==> src/sv/osbr_pkg.sv <==
// Package for the oversampled serial byte receiver.
// Holds the word, result and configuration types and the register index codes.
// No dependencies.
package osbr_pkg;

    localparam int unsigned CFG_INDEX_W = 1;
    localparam int unsigned CFG_DATA_W  = 8;

    localparam logic [CFG_INDEX_W-1:0] CFG_START_WAIT = 1'd0;
    localparam logic [CFG_INDEX_W-1:0] CFG_BIT_WAIT   = 1'd1;

    localparam logic [7:0] START_WAIT_RESET = 8'd5;
    localparam logic [7:0] BIT_WAIT_RESET   = 8'd12;
    localparam logic [7:0] NO_DATA          = 8'hFF;

    typedef struct packed {
        logic line_bit;
        logic read_request;
    } tick_t;

    typedef struct packed {
        logic [7:0] read_data;
        logic       byte_ready;
    } result_t;

    typedef struct packed {
        logic [7:0] start_wait;
        logic [7:0] bit_wait;
    } cfg_t;

endpackage

==> src/sv/osbr_frame.sv <==
// Frame state machine of the oversampled serial byte receiver.
// Advances one oversampling tick per step and forms that tick's result.
// Depends on osbr_pkg.
module osbr_frame #(
    parameter int unsigned DATA_BITS = 8
) (
    input  logic             clk,
    input  logic             rst_n,
    input  logic             step,
    input  osbr_pkg::tick_t  tick,
    input  osbr_pkg::cfg_t   cfg,
    output osbr_pkg::result_t result
);

    localparam logic [2:0] PH_IDLE  = 3'd0;
    localparam logic [2:0] PH_START = 3'd1;
    localparam logic [2:0] PH_CLEAR = 3'd2;
    localparam logic [2:0] PH_WAIT  = 3'd3;
    localparam logic [2:0] PH_SAMP  = 3'd4;
    localparam logic [2:0] PH_LATCH = 3'd5;

    localparam logic [3:0] BITS_LAST = 4'(DATA_BITS);

    logic [2:0] phase_reg;
    logic [2:0] phase_next;
    logic [3:0] bits_taken_reg;
    logic [3:0] bits_taken_next;
    logic [7:0] tick_count_reg;
    logic [7:0] tick_count_next;
    logic [7:0] shift_byte_reg;
    logic [7:0] shift_byte_next;
    logic [7:0] held_byte_reg;
    logic [7:0] held_byte_next;
    logic       ready_flag_reg;
    logic       ready_flag_next;
    logic [7:0] tick_inc;
    logic [7:0] data;

    assign tick_inc = tick_count_reg + 8'd1;

    always_comb
    begin
        phase_next      = phase_reg;
        bits_taken_next = bits_taken_reg;
        tick_count_next = tick_count_reg;
        shift_byte_next = shift_byte_reg;
        held_byte_next  = held_byte_reg;
        ready_flag_next = ready_flag_reg;
        data            = osbr_pkg::NO_DATA;

        if (tick.read_request && ready_flag_reg)
        begin
            data            = held_byte_reg;
            ready_flag_next = 1'b0;
        end

        unique case (phase_reg)
            PH_START:
            begin
                tick_count_next = tick_inc;
                if (tick_inc >= cfg.start_wait)
                begin
                    phase_next = PH_CLEAR;
                end
            end
            PH_CLEAR:
            begin
                tick_count_next = 8'd0;
                bits_taken_next = 4'd0;
                phase_next      = PH_WAIT;
            end
            PH_WAIT:
            begin
                tick_count_next = tick_inc;
                if (tick_inc >= cfg.bit_wait)
                begin
                    phase_next = (bits_taken_reg < BITS_LAST) ? PH_SAMP : PH_LATCH;
                end
            end
            PH_SAMP:
            begin
                bits_taken_next = bits_taken_reg + 4'd1;
                tick_count_next = 8'd0;
                shift_byte_next = {tick.line_bit, shift_byte_reg[7:1]};
                phase_next      = PH_WAIT;
            end
            PH_LATCH:
            begin
                held_byte_next  = shift_byte_reg;
                ready_flag_next = 1'b1;
                phase_next      = PH_IDLE;
            end
            default:
            begin
                tick_count_next = 8'd0;
                phase_next      = tick.line_bit ? PH_IDLE : PH_START;
            end
        endcase
    end

    assign result.read_data  = data;
    assign result.byte_ready = ready_flag_next;

    always_ff @(posedge clk or negedge rst_n)
    begin
        if (!rst_n)
        begin
            phase_reg      <= PH_IDLE;
            bits_taken_reg <= 4'd0;
            tick_count_reg <= 8'd0;
            shift_byte_reg <= 8'd0;
            held_byte_reg  <= 8'd0;
            ready_flag_reg <= 1'b0;
        end
        else if (step)
        begin
            phase_reg      <= phase_next;
            bits_taken_reg <= bits_taken_next;
            tick_count_reg <= tick_count_next;
            shift_byte_reg <= shift_byte_next;
            held_byte_reg  <= held_byte_next;
            ready_flag_reg <= ready_flag_next;
        end
    end

`ifndef SYNTH
    a_latch_sets_ready: assert property (@(posedge clk) disable iff (!rst_n)
        (step && phase_reg == PH_LATCH) |=> ready_flag_reg)
        else $error("ready flag not set after latching a byte");

    a_bits_bounded: assert property (@(posedge clk) disable iff (!rst_n)
        bits_taken_reg <= BITS_LAST)
        else $error("more data bits taken than the frame holds");

    a_hold_without_step: assert property (@(posedge clk) disable iff (!rst_n)
        !step |=> ($stable(phase_reg) && $stable(ready_flag_reg) && $stable(held_byte_reg)))
        else $error("frame state changed without a tick");

    a_read_clears_ready: assert property (@(posedge clk) disable iff (!rst_n)
        (step && tick.read_request && phase_reg != PH_LATCH) |=> !ready_flag_reg)
        else $error("read left the ready flag set");
`endif

endmodule

==> src/sv/oversampled_serial_byte_receiver.sv <==
// Oversampled serial byte receiver: input word register, frame state machine, result register.
// One result word per tick word. Each tick enters and leaves in one pass through the logic.
// Depends on osbr_pkg and osbr_frame.

// The block takes one oversampling tick word per cycle unless in_stall holds it, and returns
// one result word per tick through the input word and result registers; the frame state
// machine updates once per tick. The start delay and each bit delay last start_wait and
// bit_wait ticks, zero acting as one. Data bits enter at the top of the byte, so with fewer
// than eight data bits the received bits sit in the upper bits. No stop bit is checked.
module oversampled_serial_byte_receiver #(
    parameter int unsigned DATA_BITS = 8
) (
    input  logic                               clk,
    input  logic                               rst_n,
    input  logic                               in_valid,
    output logic                               in_stall,
    input  logic                               line_bit,
    input  logic                               read_request,
    output logic                               out_valid,
    input  logic                               out_stall,
    output logic [7:0]                         read_data,
    output logic                               byte_ready,
    input  logic                               cfg_write,
    input  logic [osbr_pkg::CFG_INDEX_W-1:0]   cfg_index,
    input  logic [osbr_pkg::CFG_DATA_W-1:0]    cfg_data
);

    osbr_pkg::tick_t   tick_reg;
    logic              tick_valid_reg;
    osbr_pkg::result_t result_reg;
    osbr_pkg::result_t result_next;
    logic              out_valid_reg;
    osbr_pkg::cfg_t    cfg_reg;
    logic              out_free;
    logic              step;

    assign out_free = !out_valid_reg || !out_stall;
    assign step     = tick_valid_reg && out_free;
    assign in_stall = tick_valid_reg && !out_free;

    always_ff @(posedge clk or negedge rst_n)
    begin
        if (!rst_n)
        begin
            cfg_reg.start_wait <= osbr_pkg::START_WAIT_RESET;
            cfg_reg.bit_wait   <= osbr_pkg::BIT_WAIT_RESET;
        end
        else if (cfg_write)
        begin
            unique case (cfg_index)
                osbr_pkg::CFG_START_WAIT: cfg_reg.start_wait <= cfg_data;
                osbr_pkg::CFG_BIT_WAIT:   cfg_reg.bit_wait   <= cfg_data;
                default:                  cfg_reg            <= cfg_reg;
            endcase
        end
    end

    always_ff @(posedge clk or negedge rst_n)
    begin
        if (!rst_n)
        begin
            tick_valid_reg <= 1'b0;
            out_valid_reg  <= 1'b0;
        end
        else
        begin
            if (!in_stall)
            begin
                tick_valid_reg <= in_valid;
            end
            if (out_free)
            begin
                out_valid_reg <= step;
            end
        end
    end

    always_ff @(posedge clk)
    begin
        if (in_valid && !in_stall)
        begin
            tick_reg.line_bit     <= line_bit;
            tick_reg.read_request <= read_request;
        end
        if (step)
        begin
            result_reg <= result_next;
        end
    end

    osbr_frame #(
        .DATA_BITS (DATA_BITS)
    ) u_frame (
        .clk    (clk),
        .rst_n  (rst_n),
        .step   (step),
        .tick   (tick_reg),
        .cfg    (cfg_reg),
        .result (result_next)
    );

    assign out_valid  = out_valid_reg;
    assign read_data  = result_reg.read_data;
    assign byte_ready = result_reg.byte_ready;

endmodule

==> config.mk <==
export PLATFORM = sky130hd
export DESIGN_NAME = oversampled_serial_byte_receiver
export DESIGN_NICKNAME = d
export VERILOG_FILES = /design/src/sv/osbr_pkg.sv /design/src/sv/osbr_frame.sv /design/src/sv/oversampled_serial_byte_receiver.sv
export SDC_FILE = /design/constraint.sdc
export NUM_CORES = 1
export LEC_CHECK = 0
export ABC_AREA = 1
export BUFFER_PORTS_ARGS = -buffer_cell sky130_fd_sc_hd__buf_4
export CAP_MARGIN = 10
export CORE_ASPECT_RATIO = 1.75
export CORE_UTILIZATION = 59
export DETAILED_ROUTE_END_ITERATION = 8
export PLACE_DENSITY = 0.84
export SYNTH_ARGS = -nofsm -noshare
export SYNTH_HDL_FRONTEND = slang
export SYNTH_SLANG_ARGS = --single-unit
==> constraint.sdc <==
create_clock -name clk -period 2.2 [get_ports clk]
set_input_delay 0.44 -clock clk [delete_from_list [all_inputs] [get_ports clk]]
set_output_delay 0.44 -clock clk [all_outputs]
set_load 0.03 [all_outputs]
==> results of run 1 <==
layer usage:
layer | vias up | wire length (um) | share of wire (%) | GRT usage (%)
met5 | - | 0 | 0 | 0
met4 | 0 | 148 | 2.5 | 13.0
met3 | 15 | 197 | 3.4 | 5.19
met2 | 56 | 3410 | 58 | 47.6
met1 | 1103 | 2130 | 36 | 21.9
li1 | 1152 | - | - | -
cells in the mapped netlist (2+ instances only):
cell,instances,area [um^2]
nand2_1,103,387
inv_1,59,221
dfrtp_1,46,1150
o21ai_0,34,170
nor2_1,21,78.8
ha_1,18,225
edfxtp_1,11,330
a21oi_1,9,45.0
xor2_1,6,52.6
dfstp_2,4,105
inv_2,4,15.0
nand2_2,4,25.0
nand3_1,4,20.0
nand4_1,3,18.8
o22ai_1,3,18.8
clkbuf_1,2,7.51
o21ai_2,2,17.5
timing repair:
| item | in CTS | in global routing |
|---|---|---|
| setup endpoints to repair | 0 | 3 |
| endpoints found under the hold margin | 0 | 0 |
| setup buffers | 0 | 3 |
| gates resized for setup | 0 | 11 |
metrics by stage:
step / cells / area [um^2] / utilization, % / TNS (ns) / power [W]
after global routing: 441 / 3550 / 71.9 / -0.105 / 0.00400
after global placement: 422 / 3250 / 65.9 / 0 / 0.00251
after detailed placement: 422 / 3250 / 65.9 / 0 / 0.00259
after floorplan: 344 / 3010 / - / 0 / 0.00228
after CTS: 438 / 3480 / 70.4 / 0 / 0.00373
final: 441 / 3550 / 71.9 / 0 / 0.00377
logic make-up after synthesis:
group / after synthesis / share of synthesized area (%)
XOR/XNOR: 7 / 2.04
AO/OA/AOI/OAI: 51 / 9.07
buffers and inverters: 67 / 8.98
adder cells (fa/ha/maj): 18 / 7.49
AND/OR/NAND/NOR: 140 / 19.7
flip-flops: 61 / 52.7
critical path: stages (launching register included):
cell and delay (ns):
dfrtp_1 0.42, ha_2 0.22, nand2_1 0.08, nor2_2 0.10, nand2_1 0.07, xor2_1 0.19
inv_1 0.10, ha_1 0.28, nand2_1 0.06, nor2_1 0.13, nor2_2 0.06, nand2_2 0.10
nand3_2 0.09, nand2_1 0.08, nand2_1 0.06
path summary, 6_finish.rpt:
path,to,from,depth (start not counted)
setup / recovery,u_frame.phase_reg[2],u_frame.tick_count_reg[0],14
hold / removal,tick_valid_reg,rst_n,1
hold reg to reg,cfg_reg[12],cfg_reg[12],2
max in group asynchronous,u_frame.held_byte_reg[0],rst_n,1
min in group clk,tick_reg[0],read_request,1
setup reg to reg,u_frame.phase_reg[2],u_frame.tick_count_reg[0],14
final cells by class:
class | count | area [um^2]
Fill cell | 378 | 1390
Tap cell | 54 | 67.6
Multi-Input combinational cell | 216 | 1200
Timing Repair Buffer | 31 | 233
Sequential cell | 61 | 1590
Clock inverter | 6 | 86.3
Clock buffer | 10 | 138
Inverter | 63 | 236
report_power, final:
group          switching (W)  internal [W]  total [W]  leakage (nW)
clock               0.000457      0.000666    0.00112         0.112
combinational       0.000708      0.000416    0.00112         0.991
sequential          0.000154       0.00137    0.00152         0.700
total                0.00132       0.00245    0.00377          1.80
==> summary.txt, run 1 <==
Run status
  • Outcome: finished, final reports clean

Setup path
  • Crit end category: flop
  • Startpoint types: flop
  • Critical path required time: 2.44 ns
  • Setup CP Type: reg -> reg
  • R2R setup slack: 0.06 ns
  • Crit-path max FO: 5
  • Critical Path AT: roughly 2.4 ns

Place
  • Placer congestion estimate: approximately 0.85
  • Port bufs: 26
  • Place WS: about 0.044 ns
  • Estimated wirelength of the detail-placed design: slightly above 4 mm

Cells and area
  • Synth-to-Final Area Change: 18.0%
  • Share of cells above drive strength 1: 19.6%
  • Final nets: about 420
  • Ant diodes: 0
  • Max FFs per register: 16
  • Most frequent cells in the layout: 102 x nand2_1, 58 x inv_1, 46 x dfrtp_1
  • Commonest non-fill, non-tap cell in the layout: nand2_1

Global routing
  • Largest net degree at the start of global routing: between 50 and 60
  • First-pass GRT wire length: 9.65 mm
  • Initial antenna violation count: 0
  • Vias in the first global route: between 2,000 and 2,500
  • GRT overflow: 0
  • GRT Overall Usage: a little under a quarter

Floorplan
  • IO Pins: 27
  • Die width: 56.0 um
  • Core ar.: about 4900 um^2
  • DIE HEIGHT: 96.5 um
  • Starting Density: slightly above 60%
  • Die area: roughly 5400 um^2
  • # rows: 34

Pwr
  • Pwr Density: approximately 1100 nW/um^2
  • VDD IR max: about 740 uV
  • Leakage: roughly 1.8 nW

Yosys
  • Avg Inst Size Synth: 8.74 um^2
  • Main synth FF type: dfrtp_1
  • Ys Warns: 0
  • Async S/R FF share, synth: 82.0%
  • Yosys reg bits: 61
  • Distinct cells, synth: 28
  • Syn Nets: ~380
  • Register area share after synthesis: about 53%
  • Syn Inst Count: ~340
  • EDFF count, synth: 11
  • Synthesized area: about 3000 um^2

Clock network
  • CTS root buffer: clkbuf_8
  • Clk sink count: 61
  • Post-CTS Hold Buffers: 0
  • TritonCTS clock tree: yes
  • Max H-tree Level: 3
  • Worst-Skew Late Latency: approximately 0.35 ns
  • CTS Buffer Depth: 2
  • Clock transition at path regs: ~0.070 ns
  • CTS buffer count: 9

STA
  • Final Max Tran Viols: 0
  • Final setup viols: 0
  • Worst slew margin: between 50% and 60%
  • Hold Vio Cnt, Final: 0
  • Fin crit share: 97.2%
  • Final worst slack: 0.0627 ns
  • FMAX: between 0.4 and 0.5 GHz
  • Fin crit period: 2.14 ns
  • Hold Worst Slack: about 0.11 ns
  • Layout Skew: 0.00527 ns
  • Slew @ Worst Pin: between 0.6 and 0.7 ns

Routing
  • Avg WL per Cell: approximately 13 um
  • DR iter-0 viols: 80
  • Initial DRT Pass Iterations: 4
  • Routed via count: 2,326
  • DRT antenna net count: 0
  • DRC: 0
  • WL final: about 5.9 mm
  • Vias per inst: 5.27

Job
  • Max-cap violation count: 0

Hold path
  • Hold Crit Class: in -> async
Power figures use the tool's default switching activity.
==> run 2: changes to the inputs <==
--- a/config.mk
+++ b/config.mk
@@ -10,6 +10,7 @@
 export CAP_MARGIN = 10
 export CORE_ASPECT_RATIO = 1.75
 export CORE_UTILIZATION = 59
+export CTS_CLUSTER_DIAMETER = 60
 export DETAILED_ROUTE_END_ITERATION = 8
 export PLACE_DENSITY = 0.84
 export SYNTH_ARGS = -nofsm -noshare
==> constraint.sdc (replaced) <==
create_clock -name clk -period 2.2 [get_ports clk]
set_input_delay 0.11 -clock clk [delete_from_list [all_inputs] [get_ports clk]]
set_output_delay 0.11 -clock clk [all_outputs]
set_load 0.03 [all_outputs]
==> run 2 against run 1 <==
The run now ends with setup timing left. Setup slack worse by 0.067 ns. Worst hold slack worse by 0.090 ns. Sequential share of layout area shrank 0.18 points. Power fell by 5.7%. Largest cell class unchanged. Largest power group unchanged.
==> summary.txt, run 2 (synthesis results as in run 1) <==
Cells and area
  • Fillers: 357
  • Share of cells above drive strength 1: approximately a fifth
  • Final nets: ~420
  • Synth-to-Final Area Change: 18.6%
  • Max FFs per register: 16
  • Commonest non-fill, non-tap cell in the layout: nand2_1
  • Ant diodes: 0
  • Non-Filler Instances: 446
  • Most frequent cells in the layout: 101 x nand2_1, 58 x inv_1, 45 x dfrtp_1
  • Multi-input gate area: ~1200 um^2
  • Seq. cell area: ~1600 um^2
  • Final Cell Area: roughly 3600 um^2

Setup path
  • Crit-path max FO: 6
  • R2R setup slack: -0.004 ns
  • Critical Path AT: roughly 2.5 ns
  • Startpoint types: flop
  • Reg2reg end: u_frame.phase_reg[0]
  • Crit end category: flop
  • R2R depth: 14
  • Critical path required time: about 2.5 ns
  • Setup CP Type: reg -> reg
  • Worst reg2reg path startpoint: u_frame.tick_count_reg[0]

Clock network
  • TritonCTS clock tree: yes
  • Clock transition at path regs: ~0.06 ns
  • Clk sink count: 61
  • CTS Buffer Depth: 2
  • CTS root buffer: clkbuf_8
  • CTS buffer count: 9
  • Worst-Skew Late Latency: about 0.34 ns
  • Max H-tree Level: 3

Floorplan
  • IO Pins: 27
  • Starting Density: 61.0%
  • # rows: 34
  • Die width: 56.0 um
  • Core ar.: slightly below 5000 um^2
  • DIE HEIGHT: 96.5 um
  • Die area: ~5400 um^2

Place
  • Placer congestion estimate: between 0.8 and 0.9
  • Placed cell area: 3240 um^2
  • Port bufs: 26
  • Placed Instances: 421
  • Place WS: between 0.06 and 0.07 ns
  • Estimated wirelength of the detail-placed design: roughly 4 mm

STA
  • Fin crit share: 100%
  • Final worst slack: -0.00446 ns
  • Hold Vio Cnt, Final: 0
  • Slew @ Worst Pin: a little over 0.6 ns
  • Fin crit period: around 2.2 ns
  • Final Max Tran Viols: 0
  • Layout Skew: 0.00649 ns
  • Worst slew margin: 58.9%
  • Final setup viols: 1
  • FMAX: roughly 0.45 GHz
  • Setup TNS: -0.00446 ns

Global routing
  • GRT overflow: 0
  • GRT Overall Usage: 23.8%
  • First-pass GRT wire length: 9.75 mm
  • Initial antenna violation count: 0
  • Largest net degree at the start of global routing: 51
  • Vias in the first global route: between 2,000 and 2,500

Pwr
  • VDD IR max: ~870 uV
  • Leakage: approximately 1.8 nW
  • Pwr Density: ~1000 nW/um^2

Run status
  • Failing checks: setup timing
  • Outcome: complete, but fails checks

Hold path
  • Hold Path Sink: cfg_reg[2]
  • Hold Crit Class: in -> reg
  • Hold path startpoint: cfg_data[2]
  • Hold depth: 3

Routing
  • WL final: approximately 6 mm
  • DR iter-0 viols: 62
  • DRC: 0
  • DRT antenna net count: 0
  • Vias per inst: 5.36
  • Avg WL per Cell: about 14 um
  • Routed via count: approximately 2,400
  • Initial DRT Pass Iterations: 4

Job
  • Max-cap violation count: 0
[run 2: cell types whose count changed in the layout (fill, tap and decap cells not counted), moves of 2 or more]
cell           before  now
bufinv_16           2    0
xor2_1              6    4
clkbuf_1            0    2
dlygate4sd3_1       0    4
xor2_2              0    2
[run 2: metal layers]
layer | up-vias | global-route usage (%) | share of wire, % | wire length, um
met2 | 76 | 45.2 | 58 | 3530
met3 | 23 | 4.66 | 3.6 | 222
met1 | 1135 | 23.5 | 35 | 2160
met4 | 0 | 14.4 | 3.6 | 218
met5 | - | 0 | 0 | 0
li1 | 1158 | - | - | -
[run 2: how the worst max path moves through the flow]
stage                                         start                   end  cells past startpoint
after CTS                 u_frame.tick_count_reg[0]  u_frame.phase_reg[0]                     14
after detailed placement  u_frame.tick_count_reg[0]  u_frame.phase_reg[0]                     14
after global routing      u_frame.tick_count_reg[0]  u_frame.phase_reg[0]                     14
after floorplan           u_frame.tick_count_reg[0]  u_frame.phase_reg[0]                     14
final                     u_frame.tick_count_reg[0]  u_frame.phase_reg[0]                     14
after global placement    u_frame.tick_count_reg[0]  u_frame.phase_reg[2]                     14
[run 2: layout make-up]
cell class,instances,share of cell area (%)
multi-input combinational,216,34.4
inverter,63,6.63
clock inverter,4,0.666
tap,54,1.89
clock buffer,12,4.07
sequential,61,44.5
timing repair buffer,36,7.86
[run 2: stage by stage]
stage          utilization, %  total power [W]  hold WS [ns]
2_1_floorplan               -          0.00228        -0.186
6_report                 72.3          0.00355        0.0165
3_3_place_gp             65.7          0.00251         0.169
3_5_place_dp             65.7          0.00259         0.177
5_1_grt                  72.3          0.00378        0.0120
4_1_cts                  70.0          0.00346        0.0122
[run 2: critical path: stages (launching register included)]
cell	delay, ns
dfrtp_2	0.42
ha_2	0.23
nand2_2	0.08
nor2_2	0.11
nand2_1	0.09
xor2_1	0.20
inv_1	0.09
ha_1	0.24
a21oi_2	0.15
nand2_1	0.06
nor2_1	0.15
nand2_2	0.11
nand3_2	0.11
nand2_1	0.06
nand2_1	0.07
[run 2: report_power, final]
part / switching [W] / leakage (nW) / internal, W
Clock: 0.000421 / 0.0800 / 0.000434
Combinational: 0.000731 / 1.02 / 0.000433
Sequential: 0.000165 / 0.698 / 0.00137
Total: 0.00132 / 1.80 / 0.00224
[run 2: what timing repair did]
action / 4_1_cts / 5_1_grt
hold buffers: 4 / 0
endpoints found under the hold margin: 49 / 0
buffers inserted: 0 / 5
gates resized for setup: 0 / 16
endpoints found under the setup margin: 0 / 3
